`src/rtl/hrhs_pkg.sv`:
```
// Package for the HTTP response header scanner.
// Holds the sizing constants, character codes, phase type, the structs passed
// between modules and the fixed header-name pattern lookups. No dependencies.
package hrhs_pkg;

   // Sizing
   localparam int KEY_CHARS    = 18;
   localparam int VALUE_CHARS  = 7;
   localparam int BUFFER_BYTES = 4096;

   localparam int KEY_CNT_W = $clog2(KEY_CHARS + 1);
   localparam int VAL_CNT_W = $clog2(VALUE_CHARS + 1);
   localparam int POS_W     = $clog2(BUFFER_BYTES);
   localparam int NUM_W     = 25;
   localparam int MAG_W     = 24;
   localparam int OFFSET_W  = 12;
   localparam int RSP_DATA_W = 64;

   // Lengths of the header-name and value patterns
   localparam int STATUS_LEN   = 4;
   localparam int LENGTH_LEN   = 15;
   localparam int ENCODING_LEN = 18;
   localparam int CHUNKED_LEN  = 7;

   // Character codes
   localparam logic [7:0] CH_NUL   = 8'h00;
   localparam logic [7:0] CH_TAB   = 8'h09;
   localparam logic [7:0] CH_LF    = 8'h0a;
   localparam logic [7:0] CH_CR    = 8'h0d;
   localparam logic [7:0] CH_SPACE = 8'h20;
   localparam logic [7:0] CH_PLUS  = 8'h2b;
   localparam logic [7:0] CH_MINUS = 8'h2d;
   localparam logic [7:0] CH_ZERO  = 8'h30;
   localparam logic [7:0] CH_NINE  = 8'h39;
   localparam logic [7:0] CH_UP_A  = 8'h41;
   localparam logic [7:0] CH_UP_Z  = 8'h5a;

   // Position of a header line being scanned
   typedef enum logic [2:0] {
      PH_START    = 3'd0,
      PH_START_CR = 3'd1,
      PH_KEY_WS   = 3'd2,
      PH_KEY      = 3'd3,
      PH_VAL_WS   = 3'd4,
      PH_VAL      = 3'd5,
      PH_TAIL     = 3'd6,
      PH_HALT     = 3'd7
   } phase_type;

   // Number conversion stage of a value
   typedef enum logic [1:0] {
      CV_LEAD   = 2'd0,
      CV_DIGITS = 2'd1,
      CV_DONE   = 2'd2
   } conv_type;

   // Control from the scanner to the value unit
   typedef struct packed {
      logic       clear;
      logic       add;
      logic [7:0] ch;
   } val_ctrl_type;

   // Status from the value unit to the scanner
   typedef struct packed {
      logic signed [NUM_W-1:0] number;
      logic                    chunked_ok;
   } val_stat_type;

   // One result beat
   typedef struct packed {
      logic                    valid;
      logic                    outcome;
      logic signed [NUM_W-1:0] status_code;
      logic signed [NUM_W-1:0] declared_length;
      logic                    chunked;
      logic [OFFSET_W-1:0]     body_offset;
   } result_type;

   function automatic logic [7:0] lower_of(input logic [7:0] c);
      lower_of = (c >= CH_UP_A && c <= CH_UP_Z) ? c + 8'd32 : c;
   endfunction

   function automatic logic [7:0] status_char(input logic [KEY_CNT_W-1:0] idx);
      case (idx)
         0: status_char = "h";
         1: status_char = "t";
         2: status_char = "t";
         3: status_char = "p";
         default: status_char = CH_NUL;
      endcase
   endfunction

   function automatic logic [7:0] length_char(input logic [KEY_CNT_W-1:0] idx);
      case (idx)
         0: length_char = "c";
         1: length_char = "o";
         2: length_char = "n";
         3: length_char = "t";
         4: length_char = "e";
         5: length_char = "n";
         6: length_char = "t";
         7: length_char = "-";
         8: length_char = "l";
         9: length_char = "e";
         10: length_char = "n";
         11: length_char = "g";
         12: length_char = "t";
         13: length_char = "h";
         14: length_char = ":";
         default: length_char = CH_NUL;
      endcase
   endfunction

   function automatic logic [7:0] encoding_char(input logic [KEY_CNT_W-1:0] idx);
      case (idx)
         0: encoding_char = "t";
         1: encoding_char = "r";
         2: encoding_char = "a";
         3: encoding_char = "n";
         4: encoding_char = "s";
         5: encoding_char = "f";
         6: encoding_char = "e";
         7: encoding_char = "r";
         8: encoding_char = "-";
         9: encoding_char = "e";
         10: encoding_char = "n";
         11: encoding_char = "c";
         12: encoding_char = "o";
         13: encoding_char = "d";
         14: encoding_char = "i";
         15: encoding_char = "n";
         16: encoding_char = "g";
         17: encoding_char = ":";
         default: encoding_char = CH_NUL;
      endcase
   endfunction

   function automatic logic [7:0] chunked_char(input logic [VAL_CNT_W-1:0] idx);
      case (idx)
         0: chunked_char = "c";
         1: chunked_char = "h";
         2: chunked_char = "u";
         3: chunked_char = "n";
         4: chunked_char = "k";
         5: chunked_char = "e";
         6: chunked_char = "d";
         default: chunked_char = CH_NUL;
      endcase
   endfunction

endpackage

```
`src/rtl/http_response_header_scanner.sv`:
```
// Top level of the HTTP response header scanner: input register stage,
// line scanner and result register with stream handshakes.
// Depends on hrhs_pkg and hrhs_scan.
//
//  channel | direction | tdata                                 | tuser    | tlast
//  req     | in        | [7:0] data_byte                       | -        | end_of_buffer
//  rsp     | out       | status, length, chunked, body_offset  | outcome  | -
//
// One byte is accepted per cycle while no result waits on rsp; the per-byte state
// update is a single register-to-register step after the input register.
// A result is formed from the byte in the input register and registered for rsp.
// Reset is synchronous and returns the scanner to the start of a buffer.
// A waiting result holds the scanner, yet one more byte is taken into the
// input register while it waits.
module http_response_header_scanner
   import hrhs_pkg::*;
(
   input  logic                  clock,
   input  logic                  reset,
   input  logic                  req_tvalid,
   output logic                  req_tready,
   input  logic [7:0]            req_tdata,   // [7:0] data_byte
   input  logic                  req_tlast,   // end_of_buffer
   output logic                  rsp_tvalid,
   input  logic                  rsp_tready,
   // [24:0] status_code, [49:25] declared length, [50] chunked,
   // [62:51] body_offset, [63] zero
   output logic [RSP_DATA_W-1:0] rsp_tdata,
   output logic                  rsp_tuser    // outcome
);

   logic                  in_valid_ff, in_valid_in;
   logic [7:0]            in_byte_ff, in_byte_in;
   logic                  in_last_ff, in_last_in;
   logic                  rsp_valid_ff, rsp_valid_in;
   logic                  rsp_outcome_ff, rsp_outcome_in;
   logic [RSP_DATA_W-1:0] rsp_data_ff, rsp_data_in;

   logic       advance;
   result_type result;

   // The held byte moves on once the result register can take its outcome.
   assign advance    = in_valid_ff && (!rsp_valid_ff || rsp_tready);
   assign req_tready = !in_valid_ff || advance;

   // Input register stage.
   always_comb begin
      in_valid_in = in_valid_ff;
      in_byte_in  = in_byte_ff;
      in_last_in  = in_last_ff;
      if (req_tready) begin
         in_valid_in = req_tvalid;
         in_byte_in  = req_tdata;
         in_last_in  = req_tlast;
      end
   end

   always_ff @(posedge clock) begin
      if (reset) begin
         in_valid_ff <= 1'b0;
      end else begin
         in_valid_ff <= in_valid_in;
      end
      in_byte_ff <= in_byte_in;
      in_last_ff <= in_last_in;
   end

   hrhs_scan u_scan (
      .clock         (clock),
      .reset         (reset),
      .item_valid    (advance),
      .data_byte     (in_byte_ff),
      .end_of_buffer (in_last_ff),
      .result        (result)
   );

   // Result register.
   always_comb begin
      rsp_valid_in   = rsp_valid_ff && !rsp_tready;
      rsp_outcome_in = rsp_outcome_ff;
      rsp_data_in    = rsp_data_ff;
      if (result.valid) begin
         rsp_valid_in   = 1'b1;
         rsp_outcome_in = result.outcome;
         rsp_data_in    = {1'b0, result.body_offset, result.chunked,
                           result.declared_length, result.status_code};
      end
   end

   always_ff @(posedge clock) begin
      if (reset) begin
         rsp_valid_ff <= 1'b0;
      end else begin
         rsp_valid_ff <= rsp_valid_in;
      end
      rsp_outcome_ff <= rsp_outcome_in;
      rsp_data_ff    <= rsp_data_in;
   end

   assign rsp_tvalid = rsp_valid_ff;
   assign rsp_tuser  = rsp_outcome_ff;
   assign rsp_tdata  = rsp_data_ff;

endmodule

```
`src/rtl/hrhs_value.sv`:
```
// Value unit of the HTTP response header scanner: decimal conversion with
// saturation, sign handling and "chunked" prefix detection.
// Depends on hrhs_pkg.
module hrhs_value
   import hrhs_pkg::*;
(
   input  logic         clock,
   input  logic         reset,
   input  val_ctrl_type ctrl,
   output val_stat_type stat
);

   logic [VAL_CNT_W-1:0] count_ff, count_in;
   logic [MAG_W-1:0]     acc_ff, acc_in;
   logic                 minus_ff, minus_in;
   conv_type             conv_ff, conv_in;
   logic                 prefix_ff, prefix_in;

   logic                 room;
   logic                 digit;
   logic                 lead_blank;
   logic [3:0]           digit_val;
   logic [MAG_W+3:0]     acc_next;

   // Accumulate one decimal digit; the product fits in four extra bits.
   assign digit      = ctrl.ch >= CH_ZERO && ctrl.ch <= CH_NINE;
   assign digit_val  = 4'(ctrl.ch - CH_ZERO);
   assign lead_blank = ctrl.ch == CH_SPACE || (ctrl.ch >= CH_TAB && ctrl.ch <= CH_CR);
   assign acc_next   = ({4'd0, acc_ff} << 3) + ({4'd0, acc_ff} << 1)
                       + {{MAG_W{1'b0}}, digit_val};
   assign room       = count_ff < VAL_CNT_W'(VALUE_CHARS);

   // Next state of the value registers.
   always_comb begin
      count_in  = count_ff;
      acc_in    = acc_ff;
      minus_in  = minus_ff;
      conv_in   = conv_ff;
      prefix_in = prefix_ff;
      if (ctrl.clear) begin
         count_in  = '0;
         acc_in    = '0;
         minus_in  = 1'b0;
         conv_in   = CV_LEAD;
         prefix_in = 1'b1;
      end else if (ctrl.add && room) begin
         count_in = count_ff + 1'b1;
         if (count_ff < VAL_CNT_W'(CHUNKED_LEN) && lower_of(ctrl.ch) != chunked_char(count_ff)) begin
            prefix_in = 1'b0;
         end
         case (conv_ff)
            CV_LEAD: begin
               if (lead_blank) begin
                  conv_in = CV_LEAD;
               end else if (ctrl.ch == CH_PLUS) begin
                  conv_in = CV_DIGITS;
               end else if (ctrl.ch == CH_MINUS) begin
                  conv_in  = CV_DIGITS;
                  minus_in = 1'b1;
               end else if (digit) begin
                  conv_in = CV_DIGITS;
                  acc_in  = {{(MAG_W-4){1'b0}}, digit_val};
               end else begin
                  conv_in = CV_DONE;
               end
            end
            CV_DIGITS: begin
               if (digit) begin
                  acc_in = (acc_next > {4'd0, {MAG_W{1'b1}}}) ? {MAG_W{1'b1}}
                                                             : acc_next[MAG_W-1:0];
               end else begin
                  conv_in = CV_DONE;
               end
            end
            default: begin
               conv_in = conv_ff;
            end
         endcase
      end
   end

   always_ff @(posedge clock) begin
      if (reset) begin
         count_ff  <= '0;
         acc_ff    <= '0;
         minus_ff  <= 1'b0;
         conv_ff   <= CV_LEAD;
         prefix_ff <= 1'b1;
      end else begin
         count_ff  <= count_in;
         acc_ff    <= acc_in;
         minus_ff  <= minus_in;
         conv_ff   <= conv_in;
         prefix_ff <= prefix_in;
      end
   end

   // Signed number and chunked detection seen by the line commit.
   assign stat.number     = minus_ff ? -$signed({1'b0, acc_ff}) : $signed({1'b0, acc_ff});
   assign stat.chunked_ok = prefix_ff && count_ff >= VAL_CNT_W'(CHUNKED_LEN);

endmodule

```
`src/rtl/hrhs_scan.sv`:
```
// Line scanner of the HTTP response header scanner: line phase, key matching,
// held header values, byte position and result formation for one byte.
// Depends on hrhs_pkg and hrhs_value.
module hrhs_scan
   import hrhs_pkg::*;
(
   input  logic       clock,
   input  logic       reset,
   input  logic       item_valid,
   input  logic [7:0] data_byte,
   input  logic       end_of_buffer,
   output result_type result
);

   phase_type               phase_ff, phase_in;
   logic [KEY_CNT_W-1:0]    key_count_ff, key_count_in;
   logic [2:0]              key_flags_ff, key_flags_in;
   logic                    prev_cr_ff, prev_cr_in;
   logic signed [NUM_W-1:0] status_ff, status_in;
   logic signed [NUM_W-1:0] length_ff, length_in;
   logic                    chunked_ff, chunked_in;
   logic [POS_W-1:0]        pos_ff, pos_in;

   logic         eob;
   logic         halted;
   logic         is_blank;
   logic         key_add;
   logic         cr_key;
   logic         val_add;
   logic         commit;
   logic         sc_ok;
   logic         sc_err;
   logic         res_err;
   logic [7:0]   key_lc;
   logic [2:0]   key_flags_add;
   val_ctrl_type vctrl;
   val_stat_type vstat;

   assign eob      = end_of_buffer || pos_ff >= POS_W'(BUFFER_BYTES - 1);
   assign halted   = phase_ff == PH_HALT;
   assign is_blank = data_byte == CH_SPACE || data_byte == CH_TAB;

   // Decode of the byte against the line phase.
   always_comb begin
      key_add = 1'b0;
      cr_key  = 1'b0;
      val_add = 1'b0;
      commit  = 1'b0;
      sc_ok   = 1'b0;
      sc_err  = 1'b0;
      if (!halted) begin
         if (data_byte == CH_NUL) begin
            sc_err = 1'b1;
         end else begin
            case (phase_ff)
               PH_START: begin
                  if (data_byte == CH_LF) begin
                     sc_err = 1'b1;
                  end else if (data_byte != CH_CR && !is_blank) begin
                     key_add = 1'b1;
                  end
               end
               PH_START_CR: begin
                  // A CR at line start that is not followed by LF joins the key.
                  if (data_byte == CH_LF) begin
                     sc_ok = 1'b1;
                  end else begin
                     cr_key = 1'b1;
                  end
               end
               PH_KEY_WS: begin
                  if (data_byte == CH_LF) begin
                     sc_err = 1'b1;
                  end else if (!is_blank) begin
                     key_add = 1'b1;
                  end
               end
               PH_KEY: begin
                  if (data_byte == CH_LF) begin
                     sc_err = 1'b1;
                  end else if (data_byte != CH_SPACE) begin
                     key_add = 1'b1;
                  end
               end
               PH_VAL_WS: begin
                  if (data_byte == CH_LF) begin
                     sc_err = 1'b1;
                  end else if (!is_blank) begin
                     val_add = 1'b1;
                  end
               end
               PH_VAL: begin
                  if (data_byte == CH_LF) begin
                     commit = prev_cr_ff;
                  end else if (data_byte != CH_SPACE) begin
                     val_add = 1'b1;
                  end
               end
               PH_TAIL: begin
                  commit = data_byte == CH_LF && prev_cr_ff;
               end
               default: begin
                  sc_err = 1'b0;
               end
            endcase
         end
      end
   end

   assign res_err = sc_err || (!halted && !sc_ok && eob);

   // Next line phase.
   always_comb begin
      phase_in = phase_ff;
      if (eob) begin
         phase_in = PH_START;
      end else if (sc_ok || res_err) begin
         phase_in = PH_HALT;
      end else if (commit) begin
         phase_in = PH_START;
      end else begin
         case (phase_ff)
            PH_START: begin
               if (data_byte == CH_CR) begin
                  phase_in = PH_START_CR;
               end else if (is_blank) begin
                  phase_in = PH_KEY_WS;
               end else begin
                  phase_in = PH_KEY;
               end
            end
            PH_START_CR: begin
               phase_in = (data_byte == CH_SPACE) ? PH_VAL_WS : PH_KEY;
            end
            PH_KEY_WS: begin
               phase_in = is_blank ? PH_KEY_WS : PH_KEY;
            end
            PH_KEY: begin
               phase_in = (data_byte == CH_SPACE) ? PH_VAL_WS : PH_KEY;
            end
            PH_VAL_WS: begin
               phase_in = is_blank ? PH_VAL_WS : PH_VAL;
            end
            PH_VAL: begin
               phase_in = (data_byte == CH_SPACE || data_byte == CH_LF) ? PH_TAIL : PH_VAL;
            end
            default: begin
               phase_in = phase_ff;
            end
         endcase
      end
   end

   // Key prefix match against the three header names.
   assign key_lc = lower_of(data_byte);
   always_comb begin
      key_flags_add = key_flags_ff;
      if (key_count_ff < KEY_CNT_W'(STATUS_LEN) && key_lc != status_char(key_count_ff)) begin
         key_flags_add[0] = 1'b0;
      end
      if (key_count_ff < KEY_CNT_W'(LENGTH_LEN) && key_lc != length_char(key_count_ff)) begin
         key_flags_add[1] = 1'b0;
      end
      if (key_count_ff < KEY_CNT_W'(ENCODING_LEN) && key_lc != encoding_char(key_count_ff)) begin
         key_flags_add[2] = 1'b0;
      end
   end

   // Next key, held-value and position state.
   always_comb begin
      key_count_in = key_count_ff;
      key_flags_in = key_flags_ff;
      status_in    = status_ff;
      length_in    = length_ff;
      chunked_in   = chunked_ff;
      prev_cr_in   = data_byte == CH_CR;
      pos_in       = pos_ff + 1'b1;
      if (eob) begin
         key_count_in = '0;
         key_flags_in = 3'b111;
         status_in    = '0;
         length_in    = '0;
         chunked_in   = 1'b0;
         prev_cr_in   = 1'b0;
         pos_in       = '0;
      end else if (commit) begin
         if (key_flags_ff[0] && key_count_ff >= KEY_CNT_W'(STATUS_LEN)) begin
            status_in = vstat.number;
         end else if (key_flags_ff[1] && key_count_ff >= KEY_CNT_W'(LENGTH_LEN)) begin
            length_in  = vstat.number;
            chunked_in = 1'b0;
         end else if (key_flags_ff[2] && key_count_ff >= KEY_CNT_W'(ENCODING_LEN)) begin
            if (vstat.chunked_ok) begin
               chunked_in = 1'b1;
            end
         end
         key_count_in = '0;
         key_flags_in = 3'b111;
      end else if (cr_key) begin
         // The CR matches no pattern; a following non-space adds a second character.
         key_flags_in = 3'b000;
         key_count_in = (data_byte == CH_SPACE) ? KEY_CNT_W'(1) : KEY_CNT_W'(2);
      end else if (key_add && key_count_ff < KEY_CNT_W'(KEY_CHARS)) begin
         key_flags_in = key_flags_add;
         key_count_in = key_count_ff + 1'b1;
      end
   end

   always_ff @(posedge clock) begin
      if (reset) begin
         phase_ff     <= PH_START;
         key_count_ff <= '0;
         key_flags_ff <= 3'b111;
         prev_cr_ff   <= 1'b0;
         status_ff    <= '0;
         length_ff    <= '0;
         chunked_ff   <= 1'b0;
         pos_ff       <= '0;
      end else if (item_valid) begin
         phase_ff     <= phase_in;
         key_count_ff <= key_count_in;
         key_flags_ff <= key_flags_in;
         prev_cr_ff   <= prev_cr_in;
         status_ff    <= status_in;
         length_ff    <= length_in;
         chunked_ff   <= chunked_in;
         pos_ff       <= pos_in;
      end
   end

   // Value conversion unit.
   assign vctrl.clear = item_valid && (commit || eob);
   assign vctrl.add   = item_valid && val_add;
   assign vctrl.ch    = data_byte;

   hrhs_value u_value (
      .clock (clock),
      .reset (reset),
      .ctrl  (vctrl),
      .stat  (vstat)
   );

   // Result beat; an error carries all fields at zero.
   always_comb begin
      result.valid           = item_valid && (sc_ok || res_err);
      result.outcome         = !sc_ok;
      result.status_code     = sc_ok ? status_ff : '0;
      result.declared_length = sc_ok ? length_ff : '0;
      result.chunked         = sc_ok && chunked_ff;
      result.body_offset     = sc_ok ? OFFSET_W'({1'b0, pos_ff} + 1'b1) : '0;
   end

`ifndef SYNTHESIS
   a_err_zero: assert property (@(posedge clock) disable iff (reset)
      result.valid && result.outcome |->
         result.status_code == '0 && result.declared_length == '0 &&
         !result.chunked && result.body_offset == '0)
      else $error("error beat carries non-zero fields");

   a_halt_after_result: assert property (@(posedge clock) disable iff (reset)
      result.valid && !eob |=> phase_ff == PH_HALT)
      else $error("scanner did not halt after a result");

   a_eob_clears: assert property (@(posedge clock) disable iff (reset)
      item_valid && eob |=> pos_ff == '0 && phase_ff == PH_START && !prev_cr_ff)
      else $error("end of buffer did not restart the scanner");

   a_key_bound: assert property (@(posedge clock) disable iff (reset)
      key_count_ff <= KEY_CNT_W'(KEY_CHARS))
      else $error("key count past its cap");
`endif

endmodule

```
`config.mk`:
```
export PLATFORM = sky130hd
export DESIGN_NAME = http_response_header_scanner
export DESIGN_NICKNAME = d
export VERILOG_FILES = /design/src/rtl/hrhs_pkg.sv /design/src/rtl/http_response_header_scanner.sv /design/src/rtl/hrhs_value.sv /design/src/rtl/hrhs_scan.sv
export SDC_FILE = /design/constraint.sdc
export NUM_CORES = 1
export LEC_CHECK = 0
export BUFFER_PORTS_ARGS = -buffer_cell sky130_fd_sc_hd__buf_2
export CAP_MARGIN = 20
export CORE_UTILIZATION = 63
export CTS_BUF_LIST = sky130_fd_sc_hd__clkbuf_8
export CTS_CLUSTER_DIAMETER = 30
export DETAILED_ROUTE_END_ITERATION = 10
export PLACE_DENSITY = 0.83
export SLEW_MARGIN = 20
export SYNTH_ARGS = -nofsm -noshare
export SYNTH_HDL_FRONTEND = slang
export SYNTH_SLANG_ARGS = --single-unit
```
`constraint.sdc`:
```
create_clock -name clock -period 4.9 [get_ports clock]
set_input_delay 0 -clock clock [delete_from_list [all_inputs] [get_ports clock]]
set_output_delay 0 -clock clock [all_outputs]
set_load 0.03 [all_outputs]
```
**Word-level counts from Yosys, hierarchy flattened**

Memory sizes are Yosys's and may differ from the RTL's. A register that Yosys moved wholly into a read port is not among the register bits.
Cells that the tools add are included.

- Reduce and logical (&&, ||, !) cells: 70
- Equality and inequality tests: 36
- $lt $le $gt $ge: 16
- $add $sub $neg: 9
- Muxes and demuxes: 88
- Bitwise logic cells: 2

Operators with widths:

| operator | count |
|---|---|
| two-way mux 25 bit | 8 |
| two-way mux 24 bit | 6 |
| one-hot mux 7 bit (7 select lines) | 1 |
| one-hot mux 24 bit (2 select lines) | 1 |
| two-way mux 1 bit | 37 |
| two-way mux 8 bit | 4 |
| two-way mux 5 bit | 6 |
| adder 27 x 25 -> 28 bit | 1 |
| adder 28 x 4 -> 28 bit | 1 |
| greater-than comparator 28 x 24 -> 1 bit, second input constant | 1 |
| two-way mux 3 bit | 9 |
| negation 24 -> 25 bit | 1 |
| adder 12 x 1 -> 12 bit, second input constant | 2 |
| equality test 8 x 4 -> 1 bit, second input constant | 3 |
| equality test 8 x 6 -> 1 bit, second input constant | 3 |
| != test 8 bit | 3 |
| logical AND 1 bit | 23 |
| equality test 3 bit, second input constant | 7 |
| one-hot mux 7 bit (3 select lines) | 1 |
| nonzero test 4 bit | 4 |
| one-hot mux 3 bit (5 select lines) | 1 |
| AND reduction 3 bit | 5 |
| two-way mux 2 bit | 7 |
| equality test 3 x 2 -> 1 bit, second input constant | 4 |
| 49 further kinds | 82 |

- Output and inout port bits: 67
- Memories kept: 2
- Input bits: 13
- Memory bits (read-only): 336
- Register bits: 181
- Word-level logic and storage cells: 245

Memory list:

| name | words | bits a word | read ports | clocked after Yosys merged registers in | wr ports | RTL line | source |
|---|---|---|---|---|---|---|---|
| (name not given) | 32 | 7 | 1 | 1 | 0 | hrhs_pkg.sv:116 | `case (idx)` |
| (name not given) | 16 | 7 | 1 | 1 | 0 | hrhs_pkg.sv:95 | `case (idx)` |

**Depth between registers and ports, before layout**

- Depth after elaboration: 16
- Mapped depth: 14
- Mapped depth without buffers: 13

**By module**

Synthesis repeated with hierarchy kept, for this count alone.

- Cell total of the unflattened synthesis: 1271
- Area, all modules: 11297.1 sq um

By module, submodules not included:

| module | times used | area an instance (sq um) | seq. area each (sq um) | cells an instance |
|---|---|---|---|---|
| hrhs_scan | 1 | 5273.8 | 1781.7 | 707 |
| hrhs_value | 1 | 3726.1 | 620.6 | 480 |
| http_response_header_scanner | 1 | 2297.2 | 2232.1 | 84 |

**Worst setup path after synthesis**

Ideal clock, no wire load.

- Path type: flip-flop to flip-flop
- From: register u_scan.pos_ff[0]
- To: register rsp_data_ff[0], in the netlist rsp_tdata[0], enable pin
- Setup time: 0.429 ns
- Path slack: 1.069 ns
- Period minus slack after synthesis: 3.831 ns
- Arrival time: 3.403 ns
- Required time: 4.471 ns
- Stages on the path, launching flop included: 7
- Buffers on the path: 0
- Cell sequence: dfxtp_1 ha_1 nand4_1 nor4_1 nor2_1 a32oi_1 and2_1

RTL lines:

| item | RTL line | source |
|---|---|---|
| start, declared | hrhs_scan.sv:22 | `logic [POS_W-1:0] pos_ff, pos_in;` |
| start signal, assigned | hrhs_scan.sv:227 | `pos_ff <= pos_in;` |
| end signal, assigned | http_response_header_scanner.sv:97 | `rsp_data_ff <= rsp_data_in;` |
| end, declared | http_response_header_scanner.sv:37 | `logic [RSP_DATA_W-1:0] rsp_data_ff, rsp_data_in;` |

==> metrics list <==
* Result of the run: complete, no violations
- Synthesis warning total: 0
* H-tree depth: 4
* Storage element area: 0.004634 mm^2
* Count of endpoints failing hold in the final timing report: 0
- Number of placement rows: 47
- The internal power of the cells totals 2147 uW.
* Pwr Density: 249.5 mW/mm^2
- Core area: 0.01664 mm^2
- Seq cells post-synth: 195
* Initial core utilization: 0.6464
* Number of nets in the synthesized netlist: 1316
- By count the netlist is led by nand2_1, nor2_1, dfxtp_1.
- Of the total power, registers draw 0.586.
* Rel. slew slack: 0.3730
- The number of antenna diodes in the final layout is 0.
- The worst hold path passes through 2 cells.
* Vias in the first global route: 7872
- In the synthesized netlist the async set-or-reset flop fraction comes to 0.
* VDD IR-drop max: 0.1840 mV
* Final worst path period need: between 3 and 4 ns
- Summed over all failing endpoints, the final setup total negative slack is 0 ns.
* Data required time at the worst endpoint: between 5 and 6 ns
- # fillers: 1316
- Broken down by cell family, the worst path's largest delay share belongs to simple AND/OR/NAND/NOR gates.
* Share of layout cells above drive strength 1: 0.1068
- The first global-routing pass estimated 38350 um of wire.
* Metal-1 WL: 11140 um
- Endpoint kind of the worst setup timing path: flip-flop
- Counting cells, the worst reg-to-reg path comes to 12.
* Largest net degree at the start of global routing: 81
- In the routed layout, each cell is associated on average with a via count of 5.930.
- Synth-to-layout area growth: 9.526%
* Share of the yosys chip area belonging to registers: 0.4308
* Final Util: 0.7080
* Start point of the worst min-delay path: req_tdata[4]
* Mapped cell area: roughly 0.011 mm^2
* Pre-antenna DRT Iters: 5
- Hold is met by 0.2310 ns.
- For this block, the via count after detailed routing is 9020.
- The startpoint identified for the worst register-to-register timing path is in_byte_ff[4].
- Synth area leaders: dfxtp_1, edfxtp_1, ha_1, nand2_1, a21oi_1
* Antenna violations before repair: 0
- Tightest Pin Transition: 0.9405 ns
- R2R Setup Slk: roughly 1 ns
- For the worst setup path, the data arrival time is 4.29 ns.
- Net Switching: 793.0 uW
* Multi-input combinational cell area: 0.005756 mm^2
- TritonCTS created 17 clock buffers.
* Clock group share of total power: 0.345
- STA classifies the critical path startpoint as a flip-flop.
* Global route overflow: 0
* Met2 WL post-DR: 10390 um
* Net switching share of the total power: 0.2697
* Setup violations, final: 0
* Unique cell type count in the Yosys netlist: 80
- In the synthesized netlist, the number of instances is ~1.2k.
* First-iteration detailed-routing DRC count: approximately 650
* Critical-path cell list: nor4_1 > a21boi_0 > o22ai_1 > o21ai_1 > nand2_1 > a21boi_2 > nor2_1 > inv_1 > ha_1 > nor3b_1 > a311o_1 > a22oi_1
- Worst min-delay path category: in2reg
- Routability-driven placement finished with a final weighted congestion of just under 0.9.
- In this run, synthesis inferred 73 flip-flops with an integrated enable.
* Unrepaired setup endpoints after global routing: false
- Design Power: 2940 uW
* Most area-hungry cell type in the Yosys netlist: dfxtp_1
- During placement, the flow inserted port buffers numbering 78.
- Clock-pin slew was measured on the worst setup and hold paths at 0.11 ns.
- Total Routed Length: between 20000 and 25000 um
* Synth top area share: 0.2270
- DPL Wire Length: ~16000 um
* Avg Cell Area, Syn: between 8 and 9 um^2
- For this run, the total global-route usage over all layers was measured as 0.2683.
- The critical path is of the reg2reg type.
* Most frequently used flop master after synthesis: dfxtp_1
- Floorplan die width: 132.7 um
- Routed wl met3: 1234 um
- Hold worst-path end: in_byte_ff[4]
- In this run, post-CTS repair resized a total of 0 instances.
- Clock tree from TritonCTS: done
- Die height: 132.7 um
- Upper clock frequency limit: 257.1 MHz
* Antenna Violating Nets Remaining: 0
- Routed len/inst: 15.20 um
- Library cell contributing the largest single delay on the critical path: nor4_1
- Root buf cell: clkbuf_8
- Top fanout value on the critical path: 14
- Fin nets: 1369
* Full die area: 0.01760 mm^2
- Fin Clk Skew: 0.01222 ns
* Clock network latency to the later pin of the worst-skew pair: 0.48 ns
- Of the total power, combinational logic draws 0.069.
- Static leakage: a little under 0.005 uW
* Count of unresolved DRC violations after routing: 0
- Buffers and inverters on the worst path: 1
- By instance count, the leading cell after synthesis is nand2_1.
* Pins Over Slew Limit: 0
- Top layer used by detailed routing: met4
* Final period utilization: 0.7937
- Clk sinks: just under 200
- Counting along the longest clock path gives a buffer depth of 2.
* Max_cap viols: 0
* Boundary Pins: 80
* Largest stage delay on the critical path: 0.72 ns
==> kinds of logic after synthesis <==
logic type,Yosys count,share of synthesized area
AOI/OAI and AO/OA,290,0.1641
xor gates and xnor gates,69,0.05618
adders and majority gates,68,0.08048
buffers and inverters,97,0.03605
DFF,195,0.4308
muxes,6,0.005699
other,1,0.0003486
and+or+nand+nor,509,0.2263
==> area by class of cell <==
type / instances / area share
well taps: 220 / 0.02336
repair buffers: 104 / 0.05246
clock buffers: 17 / 0.01986
inverters: 27 / 0.008601
clock inverters: 15 / 0.01391
multi-input cells: 943 / 0.4885
flip-flops and latches: 195 / 0.3933
==> power by group through the flow <==
stage	sequential [uW]	combinational [uW]	clock, uW
after CTS	1720	201	1020
after detailed placement	1760	193	0
after floorplan	1770	135	0
final	1720	204	1010
after global placement	1760	190	0
after global routing	1730	221	1080
==> layout by cell type, fill, tap and decap left out, types with 11 or more instances in the layout <==
master,n
nand2_1,178
nor2_1,127
dfxtp_1,122
a21oi_1,105
buf_2,78
o21ai_0,73
edfxtp_1,73
ha_1,66
and3_1,60
xnor2_1,36
nor3_1,33
xor2_1,33
inv_1,26
nand3_1,21
clkbuf_8,17
a31oi_1,16
nand4_1,14
a211oi_1,13
dlygate4sd3_1,13
buf_4,13
or3_1,12
o31ai_1,12
nor4_1,11
==> how the worst max path moves through the flow <==
stage	slack (ns)	endpoint	start	cells past startpoint
6_report	1.01	flip-flop	in_byte_ff[4]	12
4_1_cts	1.12	flip-flop	in_byte_ff[4]	12
5_1_grt	0.67	flip-flop	in_byte_ff[4]	12
2_1_floorplan	1.07	rsp_tdata[0]	u_scan.pos_ff[0]	6
3_3_place_gp	1.24	flip-flop	in_byte_ff[6]	12
3_5_place_dp	1.14	flip-flop	in_byte_ff[6]	12
==> through the flow <==
step,cell area (um^2),setup WS (ns),cells
finish,11780,1.011,1521
floorplan,10760,1.069,1235
detailed placement,11250,1.139,1476
global route,11780,0.6670,1521
CTS,11780,1.122,1521
global placement,11250,1.239,1476
==> per-layer routing <==
layer  GRT usage  up-vias
met2      0.4158      290
met5           0        -
met1      0.3901     4174
met3     0.03218       27
li1            -     4529
met4     0.08876        0
==> timing repair <==
item,in CTS,in global routing
setup buffers,0,0
endpoints found under the hold margin,14,0
hold buffers,13,0
==> sequential cells by signal (all words and copies together), names as in the netlist, 2 cells and up, named ones only <==
signal                   count
u_scan.u_value.acc_ff       24
u_scan.status_ff            25
u_scan.key_count_ff          5
u_scan.u_value.conv_ff       2
in_byte_ff                   8
rsp_tdata                   63
u_scan.length_ff            25
u_scan.pos_ff               12
u_scan.u_value.count_ff      3
u_scan.key_flags_ff          3
u_scan.phase_ff              3
Note: power is estimated with default switching activity, not from simulation.
